### config.mk
export PLATFORM = sky130hd
export DESIGN_NAME = sorted_deadline_timer_queue_unit
export DESIGN_NICKNAME = d
export VERILOG_FILES = /design/src/sv/sdtq_pkg.sv /design/src/sv/sdtq_ctrl.sv /design/src/sv/sdtq_datapath.sv /design/src/sv/sorted_deadline_timer_queue_unit.sv
export SDC_FILE = /design/constraint.sdc
export NUM_CORES = 2
export LEC_CHECK = 0
export BUFFER_PORTS_ARGS = -buffer_cell sky130_fd_sc_hd__buf_2
export CELL_PAD_IN_SITES_DETAIL_PLACEMENT = 2
export CELL_PAD_IN_SITES_GLOBAL_PLACEMENT = 2
export CORE_UTILIZATION = 40
export CTS_CLUSTER_SIZE = 30
export DETAILED_ROUTE_END_ITERATION = 6
export HOLD_SLACK_MARGIN = 0.12
export PLACE_DENSITY_LB_ADDON = 0.1
export SYNTH_ARGS = -nofsm -noshare
export SYNTH_HDL_FRONTEND = slang
export SYNTH_HIERARCHICAL = 1
export SYNTH_SLANG_ARGS = --single-unit
### constraint.sdc
create_clock -name clk_i -period 13.8 [get_ports clk_i]
set_clock_uncertainty 0.1 [all_clocks]
set_input_delay 0.69 -clock clk_i [delete_from_list [all_inputs] [get_ports clk_i]]
set_output_delay 0.69 -clock clk_i [all_outputs]
set_load 0.01 [all_outputs]
### src/sv/sdtq_pkg.sv
`timescale 1ns / 1ps
package sdtq_pkg;

  localparam logic       OP_START = 1'b0;
  localparam logic       OP_TICK  = 1'b1;

  localparam logic [1:0] KIND_FIRED    = 2'd0;
  localparam logic [1:0] KIND_STARTED  = 2'd1;
  localparam logic [1:0] KIND_REJECTED = 2'd2;

  localparam logic [30:0] WINDOW_RESET = 31'd210000;
  // Most timers that one tick may fire, and the counter width that holds it.
  localparam int          MAX_RESULTS  = 16;
  localparam int          FIRE_W       = 5;

  typedef struct packed {
    logic        operation;
    logic [7:0]  task_id;
    logic [31:0] event_word;
    logic [19:0] timeout;
  } in_word_t;

  typedef struct packed {
    logic [1:0]  kind;
    logic [7:0]  fired_task;
    logic [31:0] fired_event;
    logic        last;
  } out_word_t;

  typedef enum logic [2:0] {
    ST_IDLE,
    ST_LOOKUP,
    ST_REMOVE,
    ST_PLACE,
    ST_FIRE
  } state_e;

  typedef struct packed {
    logic load;
    logic idx_inc;
    logic idx_clr;
    logic remove;
    logic insert;
    logic emit_key;
    logic reject;
    logic fire_take;
    logic fire_flush;
  } cmd_t;

  typedef struct packed {
    logic at_end;
    logic match;
    logic place_hit;
    logic full;
    logic head_due;
    logic fire_max;
  } stat_t;

endpackage

### src/sv/sdtq_ctrl.sv
`timescale 1ns / 1ps
module sdtq_ctrl import sdtq_pkg::*; (
  input  logic  clk_i,
  input  logic  rst_ni,
  input  logic  start_i,
  input  logic  op_i,
  input  stat_t stat_i,
  output cmd_t  cmd_o,
  output logic  busy_o
);

  state_e state_q, state_d;

  always_ff @(posedge clk_i or negedge rst_ni) begin
    if (!rst_ni) begin
      state_q <= ST_IDLE;
    end else begin
      state_q <= state_d;
    end
  end

  always_comb begin
    state_d = state_q;
    cmd_o   = '0;
    busy_o  = 1'b1;
    unique case (state_q)
      ST_IDLE: begin
        busy_o = 1'b0;
        if (start_i) begin
          cmd_o.load = 1'b1;
          state_d    = (op_i == OP_TICK) ? ST_FIRE : ST_LOOKUP;
        end
      end
      ST_LOOKUP: begin
        priority if (stat_i.at_end) begin
          if (stat_i.full) begin
            cmd_o.emit_key = 1'b1;
            cmd_o.reject   = 1'b1;
            state_d        = ST_IDLE;
          end else begin
            cmd_o.idx_clr = 1'b1;
            state_d       = ST_PLACE;
          end
        end else if (stat_i.match) begin
          state_d = ST_REMOVE;
        end else begin
          cmd_o.idx_inc = 1'b1;
        end
      end
      ST_REMOVE: begin
        cmd_o.remove  = 1'b1;
        cmd_o.idx_clr = 1'b1;
        state_d       = ST_PLACE;
      end
      ST_PLACE: begin
        if (stat_i.at_end || stat_i.place_hit) begin
          cmd_o.insert   = 1'b1;
          cmd_o.emit_key = 1'b1;
          state_d        = ST_IDLE;
        end else begin
          cmd_o.idx_inc = 1'b1;
        end
      end
      ST_FIRE: begin
        if (stat_i.head_due && !stat_i.fire_max) begin
          cmd_o.fire_take = 1'b1;
        end else begin
          cmd_o.fire_flush = 1'b1;
          state_d          = ST_IDLE;
        end
      end
      default: begin
        state_d = ST_IDLE;
      end
    endcase
  end

endmodule

### src/sv/sdtq_datapath.sv
`timescale 1ns / 1ps
module sdtq_datapath import sdtq_pkg::*; #(
  parameter int MAX_TIMERS = 16
) (
  input  logic        clk_i,
  input  logic        rst_ni,
  input  in_word_t    in_word_i,
  input  logic        cfg_we_i,
  input  logic [30:0] cfg_wdata_i,
  input  cmd_t        cmd_i,
  output stat_t       stat_o,
  output out_word_t   result_o,
  output logic        result_valid_o
);

  localparam int IW = (MAX_TIMERS > 1) ? $clog2(MAX_TIMERS) : 1;
  localparam int CW = $clog2(MAX_TIMERS + 1);

  logic [7:0]  task_q [MAX_TIMERS];
  logic [31:0] ev_q   [MAX_TIMERS];
  logic [31:0] dl_q   [MAX_TIMERS];

  logic [CW-1:0]     count_q, idx_q;
  logic [31:0]       tick_q;
  logic [30:0]       win_q;
  logic [7:0]        cur_task_q;
  logic [31:0]       cur_ev_q, cur_dl_q;
  logic [FIRE_W-1:0] fire_n_q;
  logic              pend_v_q;
  logic [7:0]        pend_task_q;
  logic [31:0]       pend_ev_q;
  logic              out_v_q;
  out_word_t         out_q;

  logic [IW-1:0] pos;
  logic [31:0]   diff, head_diff;

  assign pos       = idx_q[IW-1:0];
  assign diff      = dl_q[pos] - cur_dl_q;
  assign head_diff = tick_q - dl_q[0];

  always_comb begin
    stat_o.at_end    = (idx_q == count_q);
    stat_o.match     = !stat_o.at_end && (task_q[pos] == cur_task_q) && (ev_q[pos] == cur_ev_q);
    stat_o.place_hit = !stat_o.at_end && (diff != 32'd0) && (diff < {1'b0, win_q});
    stat_o.full      = (count_q == CW'(MAX_TIMERS));
    stat_o.head_due  = (count_q != '0) && (head_diff < {1'b0, win_q});
    stat_o.fire_max  = (fire_n_q == FIRE_W'(MAX_RESULTS));
  end

  // Table rows only ever move by one place, so each row reads its neighbors.
  always_ff @(posedge clk_i) begin
    for (int i = 0; i < MAX_TIMERS; i++) begin
      if (cmd_i.remove || cmd_i.fire_take) begin
        if ((CW'(i) >= idx_q) && (i + 1 < MAX_TIMERS)) begin
          task_q[i] <= task_q[(i + 1) % MAX_TIMERS];
          ev_q[i]   <= ev_q[(i + 1) % MAX_TIMERS];
          dl_q[i]   <= dl_q[(i + 1) % MAX_TIMERS];
        end
      end else if (cmd_i.insert) begin
        if (CW'(i) == idx_q) begin
          task_q[i] <= cur_task_q;
          ev_q[i]   <= cur_ev_q;
          dl_q[i]   <= cur_dl_q;
        end else if ((CW'(i) > idx_q) && (i > 0)) begin
          task_q[i] <= task_q[(i + MAX_TIMERS - 1) % MAX_TIMERS];
          ev_q[i]   <= ev_q[(i + MAX_TIMERS - 1) % MAX_TIMERS];
          dl_q[i]   <= dl_q[(i + MAX_TIMERS - 1) % MAX_TIMERS];
        end
      end
    end
  end

  always_ff @(posedge clk_i) begin
    if (cmd_i.load) begin
      cur_task_q <= in_word_i.task_id;
      cur_ev_q   <= in_word_i.event_word;
      cur_dl_q   <= tick_q + {12'd0, in_word_i.timeout};
    end
    if (cmd_i.fire_take) begin
      pend_task_q <= task_q[0];
      pend_ev_q   <= ev_q[0];
    end
    if (cmd_i.emit_key) begin
      out_q.kind        <= cmd_i.reject ? KIND_REJECTED : KIND_STARTED;
      out_q.fired_task  <= cur_task_q;
      out_q.fired_event <= cur_ev_q;
      out_q.last        <= 1'b1;
    end else if (cmd_i.fire_take || cmd_i.fire_flush) begin
      out_q.kind        <= KIND_FIRED;
      out_q.fired_task  <= pend_task_q;
      out_q.fired_event <= pend_ev_q;
      out_q.last        <= cmd_i.fire_flush;
    end
  end

  always_ff @(posedge clk_i or negedge rst_ni) begin
    if (!rst_ni) begin
      count_q  <= '0;
      idx_q    <= '0;
      tick_q   <= '0;
      win_q    <= WINDOW_RESET;
      fire_n_q <= '0;
      pend_v_q <= 1'b0;
      out_v_q  <= 1'b0;
    end else begin
      if (cfg_we_i) begin
        win_q <= cfg_wdata_i;
      end
      if (cmd_i.load) begin
        idx_q    <= '0;
        fire_n_q <= '0;
        if (in_word_i.operation == OP_TICK) begin
          tick_q <= tick_q + 32'd1;
        end
      end else if (cmd_i.idx_clr) begin
        idx_q <= '0;
      end else if (cmd_i.idx_inc) begin
        idx_q <= idx_q + CW'(1);
      end
      if (cmd_i.remove || cmd_i.fire_take) begin
        count_q <= count_q - CW'(1);
      end else if (cmd_i.insert) begin
        count_q <= count_q + CW'(1);
      end
      if (cmd_i.fire_take) begin
        fire_n_q <= fire_n_q + FIRE_W'(1);
        pend_v_q <= 1'b1;
      end else if (cmd_i.fire_flush) begin
        pend_v_q <= 1'b0;
      end
      out_v_q <= cmd_i.emit_key || ((cmd_i.fire_take || cmd_i.fire_flush) && pend_v_q);
    end
  end

  assign result_o       = out_q;
  assign result_valid_o = out_v_q;

endmodule

### src/sv/sorted_deadline_timer_queue_unit.sv
`timescale 1ns / 1ps
// Sorted deadline timer queue. A word is taken when start_i is high and busy_o
// is low. A start word scans the table for its key one entry per cycle, takes
// a found entry out in the REMOVE state, then scans again for the deadline
// place, and always yields one result word. A tick word takes due timers
// from the head of the table and yields one word per fired timer (at most
// sixteen), the final one marked by last; a tick with nothing due yields none.
// Results appear on result_o for exactly one cycle with result_valid_o high
// and cannot be held off, so the receiver must take every strobed word. The
// final result of a word shows in the first cycle in which busy_o is low
// again, and a new word may be taken in that same cycle. The due window
// register is written with cfg_we_i and must only change while the block is
// idle.
module sorted_deadline_timer_queue_unit import sdtq_pkg::*; #(
  parameter int MAX_TIMERS = 16
) (
  input  logic        clk_i,
  input  logic        rst_ni,
  input  logic        start_i,
  output logic        busy_o,
  input  in_word_t    in_word_i,
  input  logic        cfg_we_i,
  input  logic [30:0] cfg_wdata_i,
  output out_word_t   result_o,
  output logic        result_valid_o
);

  cmd_t  cmd;
  stat_t stat;

  // The controller sequences the scans; the datapath holds the sorted table.
  sdtq_ctrl u_ctrl (
    .clk_i  (clk_i),
    .rst_ni (rst_ni),
    .start_i(start_i),
    .op_i   (in_word_i.operation),
    .stat_i (stat),
    .cmd_o  (cmd),
    .busy_o (busy_o)
  );

  sdtq_datapath #(
    .MAX_TIMERS(MAX_TIMERS)
  ) u_datapath (
    .clk_i         (clk_i),
    .rst_ni        (rst_ni),
    .in_word_i     (in_word_i),
    .cfg_we_i      (cfg_we_i),
    .cfg_wdata_i   (cfg_wdata_i),
    .cmd_i         (cmd),
    .stat_o        (stat),
    .result_o      (result_o),
    .result_valid_o(result_valid_o)
  );

  // A result only follows work that was in progress.
  a_result_after_busy: assert property (@(posedge clk_i) disable iff (!rst_ni)
    result_valid_o |-> $past(busy_o))
    else $error("result strobe without preceding work");

  // A taken word always puts the block to work in the next cycle.
  a_busy_after_start: assert property (@(posedge clk_i) disable iff (!rst_ni)
    (start_i && !busy_o) |=> busy_o)
    else $error("accepted word did not start work");

  // Start answers are single words and so always carry last.
  a_start_answer_last: assert property (@(posedge clk_i) disable iff (!rst_ni)
    (result_valid_o && (result_o.kind != KIND_FIRED)) |-> result_o.last)
    else $error("start answer without last");

endmodule
Word-level counts from Yosys, hierarchy flattened
Memories as Yosys holds them, arrays and structs flattened. Index checks and enable logic that the tools add are counted.

Flip-flop bits (word level): 238. Latch bits: 0. RAM bits: 1152. Memory bits (read-only): 0. Input bits: 96. Output and inout port bits: 45. Logic and storage cells: 516. Memories kept: 3.

Add/subtract/negate cells: 8. $mul: 0. Div/mod/pow operators: 0. Magnitude comparators: 32. Eq/ne operators: 28. Shifts and indexed selects: 0. Muxes and demuxes: 314. Bitwise gates (word level): 90. Reductions and logical operators: 24.

Memory list: u_datapath.dl_q (depth 16, bits a word 32, rd ports 17, clocked after memory_dff 0, write ports 16, RTL line sdtq_datapath.sv:21) `logic [31:0] dl_q [MAX_TIMERS];`; u_datapath.ev_q (depth 16, bits a word 32, rd ports 17, clocked after memory_dff 0, write ports 16, RTL line sdtq_datapath.sv:20) `logic [31:0] ev_q [MAX_TIMERS];`; u_datapath.task_q (depth 16, bits a word 8, rd ports 17, clocked after memory_dff 0, write ports 16, RTL line sdtq_datapath.sv:19) `logic [7:0] task_q [MAX_TIMERS];`.

Operators by type and width (number): 32-bit 2-to-1 mux (60); 8-bit 2-to-1 mux (30); 1-bit 2-to-1 mux (199); 1-bit OR (90); 43-bit 2-to-1 mux (2); 32-bit by 31-bit < comparator with 1-bit output (2); 32-bit subtractor (2); 4-bit by 5-bit == test with 1-bit output, first input constant (8); 4-bit by 5-bit greater-than comparator with 1-bit output, first input constant (8); 4-bit by 5-bit >= comparator with 1-bit output, first input constant (7); 5-bit 2-to-1 mux (7); 32-bit by 1-bit adder with 32-bit output, second input constant (1); 32-bit by 20-bit adder with 32-bit output (1); 32-bit == test (1); 32-bit nonzero test (1); 3-bit by 5-bit == test with 1-bit output, first input constant (4); 3-bit by 5-bit >= comparator with 1-bit output, first input constant (4); 3-bit by 5-bit greater-than comparator with 1-bit output, first input constant (4); 3-bit 2-to-1 mux (6); 5-bit by 1-bit adder with 5-bit output, second input constant (3); 3-bit one-hot mux with 5 select lines (1); 2-bit 2-to-1 mux (6); 2-bit by 5-bit == test with 1-bit output, first input constant (2); 5-bit == test, second input constant (2); other kinds (25) (45).

Logic depth before layout (Yosys ltp)
An unclocked memory read counts as a cell.

Depth after elaboration: 13. Gate-level depth with buffers: 41. Mapped depth without buffers: 34.

Hierarchy
Netlist, hierarchy kept.

By module, submodules not included: sdtq_datapath (times used 1, cells each 7094, area each 79942.9 µm², sequential area each 41248.3 µm²); sdtq_ctrl (times used 1, cells each 38, area each 292.8 µm², sequential area each 75.1 µm²).

Worst setup path before layout
Ideal clock, no wire load.

Path type: reg-to-reg. Start point: register u_datapath.tick_q[0]. End point: memory u_datapath.dl_q[2][0] (enable). Library setup time: 0.680 ns. Arrival: 14.222 ns. Required time: 13.020 ns. Path slack: -1.201 ns. Cell stages (with the launch flop): 28. Path buffers: 0. Period minus slack after synthesis: 15.001 ns. Cells stage by stage: dfrtp_1 inv_1 ha_1 inv_1 fa_1 a21o_1 a21oi_1 o21ai_0 a31o_2 a21o_1 a21oi_1 o21ai_0 o21a_1 nor2_1 xnor2_1 ha_1 a21o_1 a21o_1 a211oi_1 o21ai_0 a21oi_1 o211a_1 nand3b_1 nor3_1 nor2_1 inv_1 nor2_1 nor4_1.

RTL lines: from (decl) (RTL line sdtq_datapath.sv:24) `logic [31:0] tick_q;`; from (signal assigned) (RTL line sdtq_datapath.sv:114) `tick_q <= tick_q + 32'd1;`; to (decl) (RTL line sdtq_datapath.sv:21).

==> summary.md <==
| Metric | Value |
|---|---|
| Slew margin rel. | 0.138 |
| Reg2reg start | u_datapath/idx_q[2]$_DFFE_PN0P_ |
| Initial Utilization | 0.402 |
| Flop2flop setup slack | 1.77 ns |
| Critical path origin | u_datapath/idx_q[2]$_DFFE_PN0P_ |
| Distinct cell type count after synthesis | 82 |
| DR DRC count | 4 |
| Slowest cell on the critical path | dfrtp_4 |
| Layout Nets | 7,300 |
| Max Freq | 83.1 MHz |
| Max Root-Sink Buffers | 3 |
| First-pass GRT wire length | 496 mm |
| Top_reg_cell synth | edfxtp_1 |
| Max incr delay on CP | 1.00 ns |
| HP Start | in_word_i[19] |
| Core area | 199,000 µm² |
| Placed cell count | 9,463 |
| CP Capture Type | flip-flop |
| Most used cell, CP | nand2_1 |
| Reg2reg end | u_datapath/dl_q[9][0]$_DFFE_PP_ |
| Worst hold path class | in -> reg |
| Net Count, Synth | 7,383 |
| Die height | 450 µm |
| H-tree levels | 4 |
| Final hold vios | 0 |
| Total GRT Usage | 0.337 |
| Filler instances | 20.1k |
| Crit path time final | 12.03 ns |
| Drt total wl | 346 mm |
| Via-per-instance ratio | 6.52 |
| Worst Path Buf+Inv | 4 |
| Largest net degree at the start of global routing | 148 |
| Post-Layout Cell Count | 9,850 |
| CP startpoint kind | flip-flop |
| Worst reg-to-reg path cell count | 30 |
| Synth cell count leaders | edfxtp_1, nor2_1, nand2_1 |
| Total stage count of the critical path | 30 |
| GPL Wtd Cong | 0.836 |
| Width of the chip | 450 µm |
| Count of input and output buffers | 140 |
| Clk pin slew, worst setup/hold paths | 0.06 ns |
| Failing checks | DRC |
| Tcrit/Tclk final | 0.872 |
| Num rows | 164 |
| Clk Tree Root Cell | clkbuf_16 |
| Largest area contributor in the netlist | edfxtp_1 |
| Worst Tran Pin Value | 1.28 ns |
| Delay-heaviest family, CP | compound AO/OA/AOI/OAI gates |
| 1st-iter DRT viols | 6,656 |
| Remaining Overflow, GRT | 0 |
| Die Area | 202,000 µm² |
| Initial antenna violation count | 5 |
| Clock sinks | 1,390 |
| Antenna viol nets, final | 0 |
| CTS tree | built |
| Cells after Synth | 7,132 |
| Final setup vio count | 0 |
| DRT Pass-1 Iters | 7 |
| Top Ports | 141 |
| Vias in the first global route | 68.5k |
| CP max FO | 44 |
| Max Cap Violations | 0 |
| CTS Buf Count | 167 |
| Largest cells by area after synthesis | edfxtp_1, mux4_2, mux2i_1 |
| Hold EP | u_datapath/cur_dl_q[19]$_DFFE_PP_ |
| Top-count cell post-synth | edfxtp_1 |
| Post-CTS setup buffer count | 0 |
| Synthesized area per cell | 11.3 µm² |
| Worst Hold Path Cells | 3 |
| Min Hold Slack | 0.231 ns |
| Critical path class | reg -> reg |
| Number of synthesized flops with an enable pin | 1,306 |
| Seq/Total Area, Yosys | 0.515 |
| Netlist Area Pre-Place | 80,200 µm² |
| Clk Latency, worst-skew pair | 0.86 ns |
| Ys Warns | 6 |
| WL/cell | 35.2 µm |
| Share of cells above drive strength 1 | 0.149 |
| Fin. max-slew vios | 0 |
| Vias | 64.2k |
| Area added between synthesis and finish | 11.8% |
| CP arrival | 12.64 ns |
| RSZ-0062 raised after global routing | false |
| Setup_tns | 0 ns |
| Outcome | finished with violations |
| DP HPWL | 203 mm |
| Critical Path RT | 14.41 ns |
| Yosys top cell area share | 0.489 |
| Asr flop ratio synth | 0.0597 |
| Number of synthesized register bits | 1,390 |
[worst max-delay path by stage]
stage / end / slack (ns)
final: u_datapath/dl_q[9][0]$_DFFE_PP_ / 1.77
after global routing: u_datapath/dl_q[10][20]$_DFFE_PP_ / 1.42
after CTS: u_datapath/dl_q[10][21]$_DFFE_PP_ / 1.96
after detailed placement: u_datapath/dl_q[10][21]$_DFFE_PP_ / 2.01
after global placement: u_datapath/dl_q[10][23]$_DFFE_PP_ / 2.36
after floorplan: u_datapath/dl_q[1][0]$_DFFE_PP_ / 0.84
[sequential cells by signal (all words and copies together) (netlist names), 5 cells and up]
signal / flops
u_datapath/pend_task_q: 8
u_datapath/pend_ev_q: 32
u_datapath/cur_dl_q: 32
u_datapath/fire_n_q: 5
u_datapath/task_q: 128
u_datapath/result_o: 43
u_datapath/cur_task_q: 8
u_datapath/win_q: 31
u_datapath/dl_q: 512
u_datapath/ev_q: 512
u_datapath/cur_ev_q: 32
u_datapath/tick_q: 32
u_datapath/count_q: 5
u_datapath/idx_q: 5
[through the flow]
step | util | cell area, µm² | worst slack [ns]
3_5_place_dp | 0.419 | 83500 | 2.01
3_3_place_gp | 0.419 | 83500 | 2.36
4_1_cts | 0.450 | 89700 | 1.96
2_1_floorplan | - | 80200 | 0.844
5_1_grt | 0.450 | 89700 | 1.42
6_report | 0.450 | 89700 | 1.77
[routing by layer]
metal	GRT usage	wire, µm	up-vias
met5	0	44	-
li1	-	-	26300
met3	0.0504	24100	788
met2	0.571	169000	2832
met4	0.148	16600	6
met1	0.426	136000	34200
[area by class of cell]
cell class                 instances  area, µm²  share of cell area
clock inverter                    85        967              0.0108
multi-input combinational       4921      36000               0.402
tap                             2656       3320              0.0370
antenna                            2       5.00           0.0000558
inverter                         213        810             0.00903
timing repair buffer             356       2710              0.0302
sequential                      1390      41300               0.461
clock buffer                     227       4500              0.0501
[cells in the final DEF, fill, tap and decap left out, types with 73 or more instances in the layout]
cell           count
mux2_2           119
mux4_2           360
a21oi_1          763
inv_1            178
buf_2            139
nand2_1          796
dlygate4sd3_1     73
ha_1             151
buf_4            128
a22oi_1           75
nor2_1           951
clkbuf_16        169
a31oi_1          147
xnor2_1           85
mux2i_1          585
xor2_1            78
edfxtp_1        1306
o21ai_0          328
[cells by family (layout without fill, tap and decap cells)]
family,count (synthesis),count (layout),synth area share
mux,1064,1064,0.191
xor+xnor,163,163,0.0178
buf+inv,821,881,0.0409
fa+ha+maj,155,155,0.0245
simple gates,1980,1980,0.0986
flops,1390,1390,0.515
compound gates,1559,1559,0.112
other cells,0,2,0
[worst reg2reg max path: cells and delay by family, from the launching register on]
| family | cells | cell delay [ns] |
|---|---|---|
| AOI/OAI and AO/OA | 13 | 3.39 |
| adders and majority gates | 2 | 0.75 |
| buffers and inverters | 4 | 2.33 |
| DFF | 1 | 1.00 |
| muxes | 2 | 1.15 |
| and+or+nand+nor | 9 | 3.17 |
[what timing repair did]
item	4_1_cts	5_1_grt
gates resized for setup	0	0
hold endpoints to repair	109	0
hold buffers	73	0
Power is left out: the tool's default activity adds up to more than one toggle a clock period on the data nets, which glitch-free logic cannot reach.
